==> config.mk <==
export PLATFORM = sky130hd
export DESIGN_NAME = i2c_target_register_map_core
export DESIGN_NICKNAME = d
export VERILOG_FILES = /design/src/rtl/i2ctrm_pkg.sv /design/src/rtl/i2c_target_register_map.sv /design/src/rtl/i2ctrm_ram.sv /design/src/rtl/i2ctrm_bank.sv
export SDC_FILE = /design/constraint.sdc
export NUM_CORES = 2
export LEC_CHECK = 0
export ABC_CLOCK_PERIOD_IN_PS = 4100
export BUFFER_PORTS_ARGS = -buffer_cell sky130_fd_sc_hd__buf_4
export CAP_MARGIN = 40
export CORE_MARGIN = 1.5
export CORE_UTILIZATION = 45
export CTS_CLUSTER_SIZE = 40
export DETAILED_ROUTE_END_ITERATION = 10
export PLACE_DENSITY = 0.73
export SETUP_SLACK_MARGIN = 0.15
export SKIP_LAST_GASP = 1
export SYNTH_ARGS = -nofsm -noshare
export SYNTH_HDL_FRONTEND = slang
export SYNTH_HIERARCHICAL = 1
export SYNTH_SLANG_ARGS = --single-unit
==> constraint.sdc <==
create_clock -name clk_i -period 4.1 [get_ports clk_i]
set_input_delay 0.82 -clock clk_i [delete_from_list [all_inputs] [get_ports clk_i]]
set_output_delay 0.82 -clock clk_i [all_outputs]
set_load 0.1 [all_outputs]
==> src/rtl/i2ctrm_pkg.sv <==
// Shared constants, command codes and interface types of the I2C target register map.
package i2ctrm_pkg;

  // Number of registers in the bank (1 to 256).
  localparam int unsigned REG_DEPTH = 256;
  localparam int unsigned BANK_AW   = (REG_DEPTH > 1) ? $clog2(REG_DEPTH) : 1;
  localparam int unsigned DATA_W    = 8;
  localparam int unsigned CMD_W     = 3;

  // Register depth as a 9-bit value, so that 256 compares cleanly with 8-bit indexes.
  localparam logic [8:0] REG_DEPTH_W9 = 9'(REG_DEPTH);

  typedef enum logic [CMD_W-1:0] {
    CMD_START  = 3'd0,
    CMD_BWRITE = 3'd1,
    CMD_BREAD  = 3'd2,
    CMD_STOP   = 3'd3,
    CMD_LREAD  = 3'd4,
    CMD_LWRITE = 3'd5
  } cmd_e;

  // One access to the register bank.
  typedef struct packed {
    logic               re;
    logic               we;
    logic [BANK_AW-1:0] addr;
    logic [DATA_W-1:0]  wdata;
  } bank_req_t;

endpackage

==> src/rtl/i2c_target_register_map.sv <==
// Top level of the I2C target register map: pointer logic, bank access and result register.
//
// The block is the register-map back end of an I2C target. Each input transaction on the
// in_* channel carries one bus event (start, written byte, requested byte, stop) or one
// local read or write of the register bank. Every input transaction yields exactly one
// output transaction on the out_* channel, in order.
// The register_count register is written through cfg_we_i / cfg_wdata_i; the user must write
// it only while the block is idle, which the block itself does not enforce. It limits which
// register positions the bus may reach. An accepted transaction reads or writes the bank
// memory in its accept cycle; the registered read data and the fields held in the read
// stage then pass together into the output register, where the result is shown.
// The block accepts a new transaction only once the previous one has left the read stage.
// When the receiver stalls, the result stays in the output register unchanged; one further
// transaction may be accepted and waits in the read stage, and then in_stall_o is raised.
// Reset clears the offset, the position, the register count and all output and pipeline
// valid flags, and arms the first-byte flag. The bank reads as all zero after reset
// through per-entry written flags, so no clearing pass is needed.
module i2c_target_register_map_core
  import i2ctrm_pkg::*;
(
  input  logic              clk_i,
  input  logic              rst_ni,
  // Configuration.
  input  logic              cfg_we_i,
  input  logic [7:0]        cfg_wdata_i,
  // Input channel.
  input  logic              in_valid_i,
  output logic              in_stall_o,
  input  logic [CMD_W-1:0]  cmd_i,
  input  logic [7:0]        data_byte_i,
  input  logic [7:0]        local_index_i,
  // Output channel.
  output logic              out_valid_o,
  input  logic              out_stall_i,
  output logic [7:0]        read_data_o,
  output logic [7:0]        access_index_o,
  output logic              access_done_o,
  output logic              report_valid_o,
  output logic [7:0]        report_offset_o,
  output logic [7:0]        report_length_o
);

  // Transaction state.
  logic [7:0] count_q;
  logic [7:0] offset_q, offset_d;
  logic [7:0] pos_q, pos_d;
  logic       expect_q, expect_d;

  // Read stage: holds the result fields while the bank read is in flight.
  logic       s1_valid_q;
  logic       s1_use_rd_q;
  logic [7:0] s1_aidx_q;
  logic       s1_adone_q;
  logic       s1_rvalid_q;
  logic [7:0] s1_roff_q;
  logic [7:0] s1_rlen_q;

  // Output register.
  logic       out_valid_q;
  logic [7:0] out_rd_q;
  logic [7:0] out_aidx_q;
  logic       out_adone_q;
  logic       out_rvalid_q;
  logic [7:0] out_roff_q;
  logic [7:0] out_rlen_q;

  logic              accept;
  logic              s1_move;
  cmd_e              cmd;
  logic              pos_in_range;
  logic              lidx_in_range;
  bank_req_t         bank_req;
  logic [DATA_W-1:0] bank_rdata;

  // Result fields of the accepted transaction, except the read data.
  logic       use_rd;
  logic [7:0] aidx;
  logic       adone;
  logic       rvalid;
  logic [7:0] roff;
  logic [7:0] rlen;

  assign cmd = cmd_e'(cmd_i);

  // The read stage moves on when the output register is empty or is being taken.
  assign s1_move    = s1_valid_q && (!out_valid_q || !out_stall_i);
  assign in_stall_o = s1_valid_q;
  assign accept     = in_valid_i && !in_stall_o;

  // A bus position is in range when it is below both register_count and the bank depth.
  assign pos_in_range  = (pos_q < count_q) && ({1'b0, pos_q} < REG_DEPTH_W9);
  assign lidx_in_range = {1'b0, local_index_i} < REG_DEPTH_W9;

  always_comb begin
    offset_d       = offset_q;
    pos_d          = pos_q;
    expect_d       = expect_q;
    bank_req.re    = 1'b0;
    bank_req.we    = 1'b0;
    bank_req.addr  = pos_q[BANK_AW-1:0];
    bank_req.wdata = data_byte_i;
    use_rd         = 1'b0;
    aidx           = '0;
    adone          = 1'b0;
    rvalid         = 1'b0;
    roff           = '0;
    rlen           = '0;
    case (cmd)
      CMD_START: begin
        expect_d = 1'b1;
        pos_d    = offset_q;
      end
      CMD_BWRITE: begin
        if (expect_q) begin
          // The first byte after a start is the register offset.
          offset_d = data_byte_i;
          pos_d    = data_byte_i;
          expect_d = 1'b0;
        end else begin
          aidx = pos_q;
          if (pos_in_range) begin
            bank_req.we = 1'b1;
            pos_d       = pos_q + 8'd1;
            adone       = 1'b1;
          end
        end
      end
      CMD_BREAD: begin
        aidx = pos_q;
        if (pos_in_range) begin
          bank_req.re = 1'b1;
          use_rd      = 1'b1;
          pos_d       = pos_q + 8'd1;
          adone       = 1'b1;
        end
      end
      CMD_STOP: begin
        rvalid = 1'b1;
        roff   = offset_q;
        rlen   = pos_q - offset_q;
      end
      CMD_LREAD: begin
        bank_req.addr = local_index_i[BANK_AW-1:0];
        if (lidx_in_range) begin
          bank_req.re = 1'b1;
          use_rd      = 1'b1;
        end
      end
      CMD_LWRITE: begin
        bank_req.addr = local_index_i[BANK_AW-1:0];
        if (lidx_in_range) begin
          bank_req.we = 1'b1;
        end
      end
      default: begin
        // Unknown commands leave the state alone and give an all-zero result.
      end
    endcase
    if (!accept) begin
      offset_d    = offset_q;
      pos_d       = pos_q;
      expect_d    = expect_q;
      bank_req.re = 1'b0;
      bank_req.we = 1'b0;
    end
  end

  i2ctrm_bank u_bank (
    .clk_i   (clk_i),
    .rst_ni  (rst_ni),
    .req_i   (bank_req),
    .rdata_o (bank_rdata)
  );

  always_ff @(posedge clk_i or negedge rst_ni) begin
    if (!rst_ni) begin
      count_q     <= '0;
      offset_q    <= '0;
      pos_q       <= '0;
      expect_q    <= 1'b1;
      s1_valid_q  <= 1'b0;
      out_valid_q <= 1'b0;
    end else begin
      if (cfg_we_i) begin
        count_q <= cfg_wdata_i;
      end
      offset_q <= offset_d;
      pos_q    <= pos_d;
      expect_q <= expect_d;
      if (accept) begin
        s1_valid_q <= 1'b1;
      end else if (s1_move) begin
        s1_valid_q <= 1'b0;
      end
      if (s1_move) begin
        out_valid_q <= 1'b1;
      end else if (!out_stall_i) begin
        out_valid_q <= 1'b0;
      end
    end
  end

  always_ff @(posedge clk_i) begin
    if (accept) begin
      s1_use_rd_q <= use_rd;
      s1_aidx_q   <= aidx;
      s1_adone_q  <= adone;
      s1_rvalid_q <= rvalid;
      s1_roff_q   <= roff;
      s1_rlen_q   <= rlen;
    end
    if (s1_move) begin
      out_rd_q     <= s1_use_rd_q ? bank_rdata : '0;
      out_aidx_q   <= s1_aidx_q;
      out_adone_q  <= s1_adone_q;
      out_rvalid_q <= s1_rvalid_q;
      out_roff_q   <= s1_roff_q;
      out_rlen_q   <= s1_rlen_q;
    end
  end

  assign out_valid_o     = out_valid_q;
  assign read_data_o     = out_rd_q;
  assign access_index_o  = out_aidx_q;
  assign access_done_o   = out_adone_q;
  assign report_valid_o  = out_rvalid_q;
  assign report_offset_o = out_roff_q;
  assign report_length_o = out_rlen_q;

endmodule

==> src/rtl/i2ctrm_ram.sv <==
// Generic single-port synchronous RAM with a registered read port.
module i2ctrm_ram #(
  parameter int unsigned WIDTH = 8,
  parameter int unsigned DEPTH = 256,
  parameter int unsigned AW    = (DEPTH > 1) ? $clog2(DEPTH) : 1
) (
  input  logic             clk_i,
  input  logic             re_i,
  input  logic             we_i,
  input  logic [AW-1:0]    addr_i,
  input  logic [WIDTH-1:0] wdata_i,
  output logic [WIDTH-1:0] rdata_o
);

  logic [WIDTH-1:0] mem_q [DEPTH];
  logic [WIDTH-1:0] rdata_q;

  always_ff @(posedge clk_i) begin
    if (we_i) begin
      mem_q[addr_i] <= wdata_i;
    end
    if (re_i) begin
      rdata_q <= mem_q[addr_i];
    end
  end

  assign rdata_o = rdata_q;

endmodule

==> src/rtl/i2ctrm_bank.sv <==
// Register bank: RAM plus per-entry written flags so that the bank reads as zero after reset.
module i2ctrm_bank
  import i2ctrm_pkg::*;
(
  input  logic              clk_i,
  input  logic              rst_ni,
  input  bank_req_t         req_i,
  output logic [DATA_W-1:0] rdata_o
);

  logic [REG_DEPTH-1:0] written_q;
  logic [REG_DEPTH-1:0] written_d;
  logic                 rd_written_q;
  logic [DATA_W-1:0]    ram_rdata;

  i2ctrm_ram #(
    .WIDTH (DATA_W),
    .DEPTH (REG_DEPTH),
    .AW    (BANK_AW)
  ) u_ram (
    .clk_i   (clk_i),
    .re_i    (req_i.re),
    .we_i    (req_i.we),
    .addr_i  (req_i.addr),
    .wdata_i (req_i.wdata),
    .rdata_o (ram_rdata)
  );

  always_comb begin
    written_d = written_q;
    if (req_i.we) begin
      written_d[req_i.addr] = 1'b1;
    end
  end

  always_ff @(posedge clk_i or negedge rst_ni) begin
    if (!rst_ni) begin
      written_q    <= '0;
      rd_written_q <= 1'b0;
    end else begin
      written_q <= written_d;
      if (req_i.re) begin
        rd_written_q <= written_q[req_i.addr];
      end
    end
  end

  // An entry never written since reset holds its reset value of zero.
  assign rdata_o = rd_written_q ? ram_rdata : '0;

endmodule
# After elaboration in Yosys (flattened, before gate mapping)

Memory sizes are Yosys's and may differ from the RTL's. A register that Yosys moved wholly into a read port is not among the register bits.
Cells that the tools add are included.

Add/sub/neg operators: 2
Eq/ne operators: 6
Bitwise gates (word level): 1
Order comparisons: 3
Reduce and logical (&&, ||, !) cells: 16
Mux-type cells: 24

Operators by type and width:

| cell                  | number |
|---|---|
| $or A256 B256 Y256    | 1 |
| $mux W8               | 4 |
| $pmux W8 S3           | 1 |
| $pmux W8 S2           | 1 |
| $mux W1               | 11 |
| $lt A8 B9 Y1 const B  | 1 |
| $add A8 B1 Y8 const B | 1 |
| $bmux W1 S8           | 1 |
| $demux W1 S8          | 1 |
| $ge A8 B1 Y1 const B  | 1 |
| $lt A8 B8 Y1          | 1 |
| $pmux W1 S2           | 4 |
| $sub A8 B8 Y8         | 1 |
| $eq A3 B2 Y1 const B  | 2 |
| $eq A3 B3 Y1 const B  | 2 |
| $reduce_and A2 Y1     | 3 |
| $reduce_bool A2 Y1    | 2 |
| $eq A3 B1 Y1 const B  | 1 |
| $logic_and A1 B1 Y1   | 3 |
| $logic_not A1 Y1      | 3 |
| $logic_not A3 Y1      | 1 |
| $reduce_and A3 Y1     | 1 |
| $reduce_bool A3 Y1    | 1 |
| $mux W2               | 1 |
| other kinds (3)       | 3 |

Output and inout port bits: 36
Register bits: 345
Input port bits: 32
Memory bits (writable): 2048
Memories kept: 1
Logic and storage cells: 73

Memory list:

| memory             | words | width | read ports | clocked after Yosys merged registers in | wr ports | line             | text |
|---|---|---|---|---|---|---|---|
| u_bank.u_ram.mem_q | 256   | 8     | 1          | 1                                       | 1        | i2ctrm_ram.sv:15 | `logic [WIDTH-1:0] mem_q [DEPTH];` |

# Depth between registers and ports, before layout

Word-level depth: 8
Depth in mapped cells: 15
Mapped depth without buffers: 11

# Modules after synthesis

Netlist, hierarchy kept.

By module, submodules not included:

| module                       | area each (sq um) | seq. area each (sq um) | instances | cells each |
|---|---|---|---|---|
| i2ctrm_ram                   | 78572.9           | 61739.2                | 1         | 3547 |
| i2ctrm_bank                  | 11290.8           | 6431.2                 | 1         | 857 |
| i2c_target_register_map_core | 4126.5            | 2508.7                 | 1         | 354 |

# Least setup slack after synthesis

OpenSTA, ideal clock, no wires.

Kind: input to register
Start: in cmd_i[2]
End: mem u_bank.u_ram.mem_q[111][0] (enable)
Setup slack: 0.030 ns
Stages: 14
Path buffers: 7
Setup time: 0.370 ns
Data required time: 3.730 ns
Data arrival time: 3.700 ns
Path through: clkbuf_1 nor2b_1 clkbuf_1 nand2_1 o21ai_0 buf_2 clkbuf_1 clkbuf_1 nand2_1 buf_2 nor2_1 nand2_1 clkbuf_1 nor2_1

RTL lines:

| item            | line                          | text |
|---|---|---|
| start, declared | i2c_target_register_map.sv:29 | `input logic [CMD_W-1:0] cmd_i,` |
| end, declared   | i2ctrm_ram.sv:15              |  |

==> impl_metrics.env <==
export IMPL_yosys_area_top_type="edfxtp_1"
export IMPL_finalNetCount=5347
export IMPL_grt_pass1_wl_um=338000
export IMPL_maxCapViolations=0
export IMPL_slew_violations=0
export IMPL_critical_path_peak_fanout=20
export IMPL_die_h_um=460
export IMPL_die_area_sq_mm=0.212
export IMPL_insertion_delay_ns=0.87
export IMPL_die_x_um=460
export IMPL_cts_tree="yes"
export IMPL_drive_gt1_share_pct=28.9
export IMPL_yosys_cell_count_top_type="edfxtp_1"
export IMPL_cts_root_buf="clkbuf_16"
export IMPL_dr_pass1_iters=6
export IMPL_via_per_inst=6.04
export IMPL_setup_viol=0
export IMPL_worst_setup_path_start_kind="register"
export IMPL_final_util_pct=52.7
export IMPL_port_buffers=67
export IMPL_drc_errors=0
export IMPL_synth_warnings=6
export IMPL_ys_types=80
export IMPL_grt_use_total_pct=21.5
export IMPL_relSlewSlack_pct=30.8
export IMPL_ant_nets=0
export IMPL_fin_cells=8276
export IMPL_dp_cells=7866
export IMPL_slowest_stage="o41ai_1"
export IMPL_gp_congestion=0.872
export IMPL_cts_sinks=2401
export IMPL_ys_seq_area_share_pct=75.2
export IMPL_grt_pass1_vias=50400
export IMPL_finClkSkew_ns=0.0350
export IMPL_design_power_total_mw=61.1
export IMPL_ctsHoldBuffers=0
export IMPL_fin_crit_ns=3.86
export IMPL_start_util_pct=45.3
export IMPL_vias=50000
export IMPL_cts_made_buffers=219
export IMPL_wl_per_cell_um=27.6
export IMPL_ys_ff_latch=2401
export IMPL_fmax_mhz=259
export IMPL_ir_drop_mv=0.541
export IMPL_critPathMaxStageDelay_ns=0.57
export IMPL_hold_path_class="in -> async"
export IMPL_power_leakage_nw=37.8
export IMPL_syn_avg_cell_area_sq_um=19.8
export IMPL_clkSlewWorstSetupHoldPaths_ns=0.06
export IMPL_cp_num_buf_inv=3
export IMPL_coreArea_sq_mm=0.207
export IMPL_crit_family="compound AO/OA/AOI/OAI gates"
export IMPL_critPathRequiredTime_ns=4.70
export IMPL_status="finished clean"
export IMPL_drt_iter0_markers=6533
export IMPL_r2r_slack_ns=0.24
export IMPL_cts_max_level=4
export IMPL_post_cts_setup_buffers=0
export IMPL_yosysTopAreaCellShare_pct=67.6
export IMPL_syn2layout_area_growth_pct=16.2
export IMPL_io_pins=68
export IMPL_drt_wl_total_um=228000
export IMPL_cp_cell_sequence="inv_1 -> o21ai_4 -> buf_12 -> buf_4 -> mux4_2 -> a22oi_1 -> a21oi_1 -> o41ai_1 -> nand4_1"
export IMPL_finalHoldViolCount=0
export IMPL_overflow=0
export IMPL_grt_max_degree=147
export IMPL_ys_flop_type="edfxtp_1"
export IMPL_crit_type="reg -> reg"
export IMPL_dp_hpwl_um=142000
export IMPL_rsz0062_at_grt="true"
export IMPL_cts_path_max_buffers=3
export IMPL_fin_crit_sh_pct=94.3
export IMPL_endpoint_kind="register"
export IMPL_rows=167
export IMPL_tightestPinTransition_ns=1.04
export IMPL_synthTopCellsByArea="edfxtp_1 68%, mux4_2 13%, dfrtp_1 7.5%, a22oi_1 2.2%, a21o_1 1.4%"
export IMPL_synth_area_sq_mm=0.0940
export IMPL_synthCells=4758
export IMPL_hold_slack_ns=0.0295
export IMPL_power_density_mw_per_mm2=560
export IMPL_synthesis_nets=4806
export IMPL_crit_arrival_ns=4.46
export IMPL_async_flop_share_pct=11.8
export IMPL_ys_top_cells_by_count="2117 x edfxtp_1, 550 x mux4_2, 286 x nor2_1, 283 x dfrtp_1, 271 x a22oi_1"
export IMPL_antenna_found_initial=3
export IMPL_fillers=15700
export IMPL_synth_edf_count=2117
export IMPL_setup_tns_ns=0
-- report_power, final --
part	total [mW]	internal [mW]	switching [mW]
Sequential	27.2	27.0	0.257
Combinational	13.3	5.57	7.77
Clock	20.5	11.7	8.89
-- what timing repair did --
action                                  4_1_cts  5_1_grt
gates resized for setup                       5       13
pin swaps                                     0        0
hold endpoints to repair                      0        0
endpoints found under the setup margin        5       58
-- flip-flops by register name (all words and copies together) (netlist names), 8 cells and up --
signal and flops:
read_data_o 8, s1_aidx_q 8, offset_q 8, u_bank/u_ram/mem_q 2048, count_q 8, s1_rlen_q 8, u_bank/written_q 256, access_index_o 8
report_offset_o 8, u_bank/u_ram/rdata_o 8, report_length_o 8, pos_q 8, s1_roff_q 8
-- path summary, 6_finish.rpt --
kind,from,endpoint,cells after the start
worst max register to register,pos_q[1],u_bank/u_ram/rdata_o[7],9
min in group clk_i,cfg_wdata_i[2],count_q[2],3
max in group asynchronous,rst_ni,u_bank/written_q[140],2
worst min register to register,s1_roff_q[7],report_offset_o[7],0
worst min-delay path,rst_ni,pos_q[3],1
worst max-delay path,pos_q[1],u_bank/u_ram/rdata_o[7],9
-- worst reg2reg max path: stages (launching register included) --
cell     delay, ns
dfrtp_1       0.47
inv_1         0.25
o21ai_4       0.48
buf_12        0.29
buf_4         0.36
mux4_2        0.40
a22oi_1       0.35
a21oi_1       0.26
o41ai_1       0.57
nand4_1       0.17
-- through the flow --
| stage | setup slack, ns | cell area (sq um) |
|---|---|---|
| 6_report | 0.235 | 109000 |
| 2_1_floorplan | 0.0297 | 94000 |
| 3_5_place_dp | -0.491 | 102000 |
| 3_3_place_gp | -0.549 | 102000 |
| 5_1_grt | 0.111 | 109000 |
| 4_1_cts | 0.0706 | 109000 |
-- per-layer routing --
layer,vias up,routed length [um],track usage (%)
met5,-,19,0
met4,2,8620,7.92
met3,453,20500,3.78
met2,2698,111000,34.8
met1,26200,87700,29.5
li1,20600,-,-
-- cell type report --
class | count | area, sq um | share of cell area [%]
clock inverters | 140 | 1450 | 1.33
inverters | 31 | 119 | 0.109
repair buffers | 629 | 5750 | 5.27
diodes | 2 | 5.00 | 0.00458
clock buffers | 268 | 5770 | 5.28
well taps | 2788 | 3490 | 3.19
multi-input cells | 2017 | 21900 | 20.1
flip-flops and latches | 2401 | 70700 | 64.7
-- kinds of logic (layout without fill, tap and decap cells) --
kind of cell    after synthesis  count (layout)  share of synthesized area (%)
buf+inv                     340            1068                           1.74
xor+xnor                      5               5                         0.0466
fa+ha+maj                    16              16                          0.221
compound gates              790             790                           5.99
flops                      2401            2401                           75.2
mux                         613             613                           14.0
simple gates                593             593                           2.84
other cells                   0               2                              0
-- placed cells by master, fill, tap and decap left out, types with 46 or more instances in the layout --
cell type     n
mux4_2      550
nor2_1      258
edfxtp_1   2117
buf_12       75
a21o_1      179
dfrtp_1     283
clkinv_1     46
buf_4       538
a21oi_1     140
nor3_1       46
clkbuf_16   223
o21bai_1     81
a22oi_1     271
mux2i_1      50
nand2_1     103
Power figures use the tool's default switching activity.
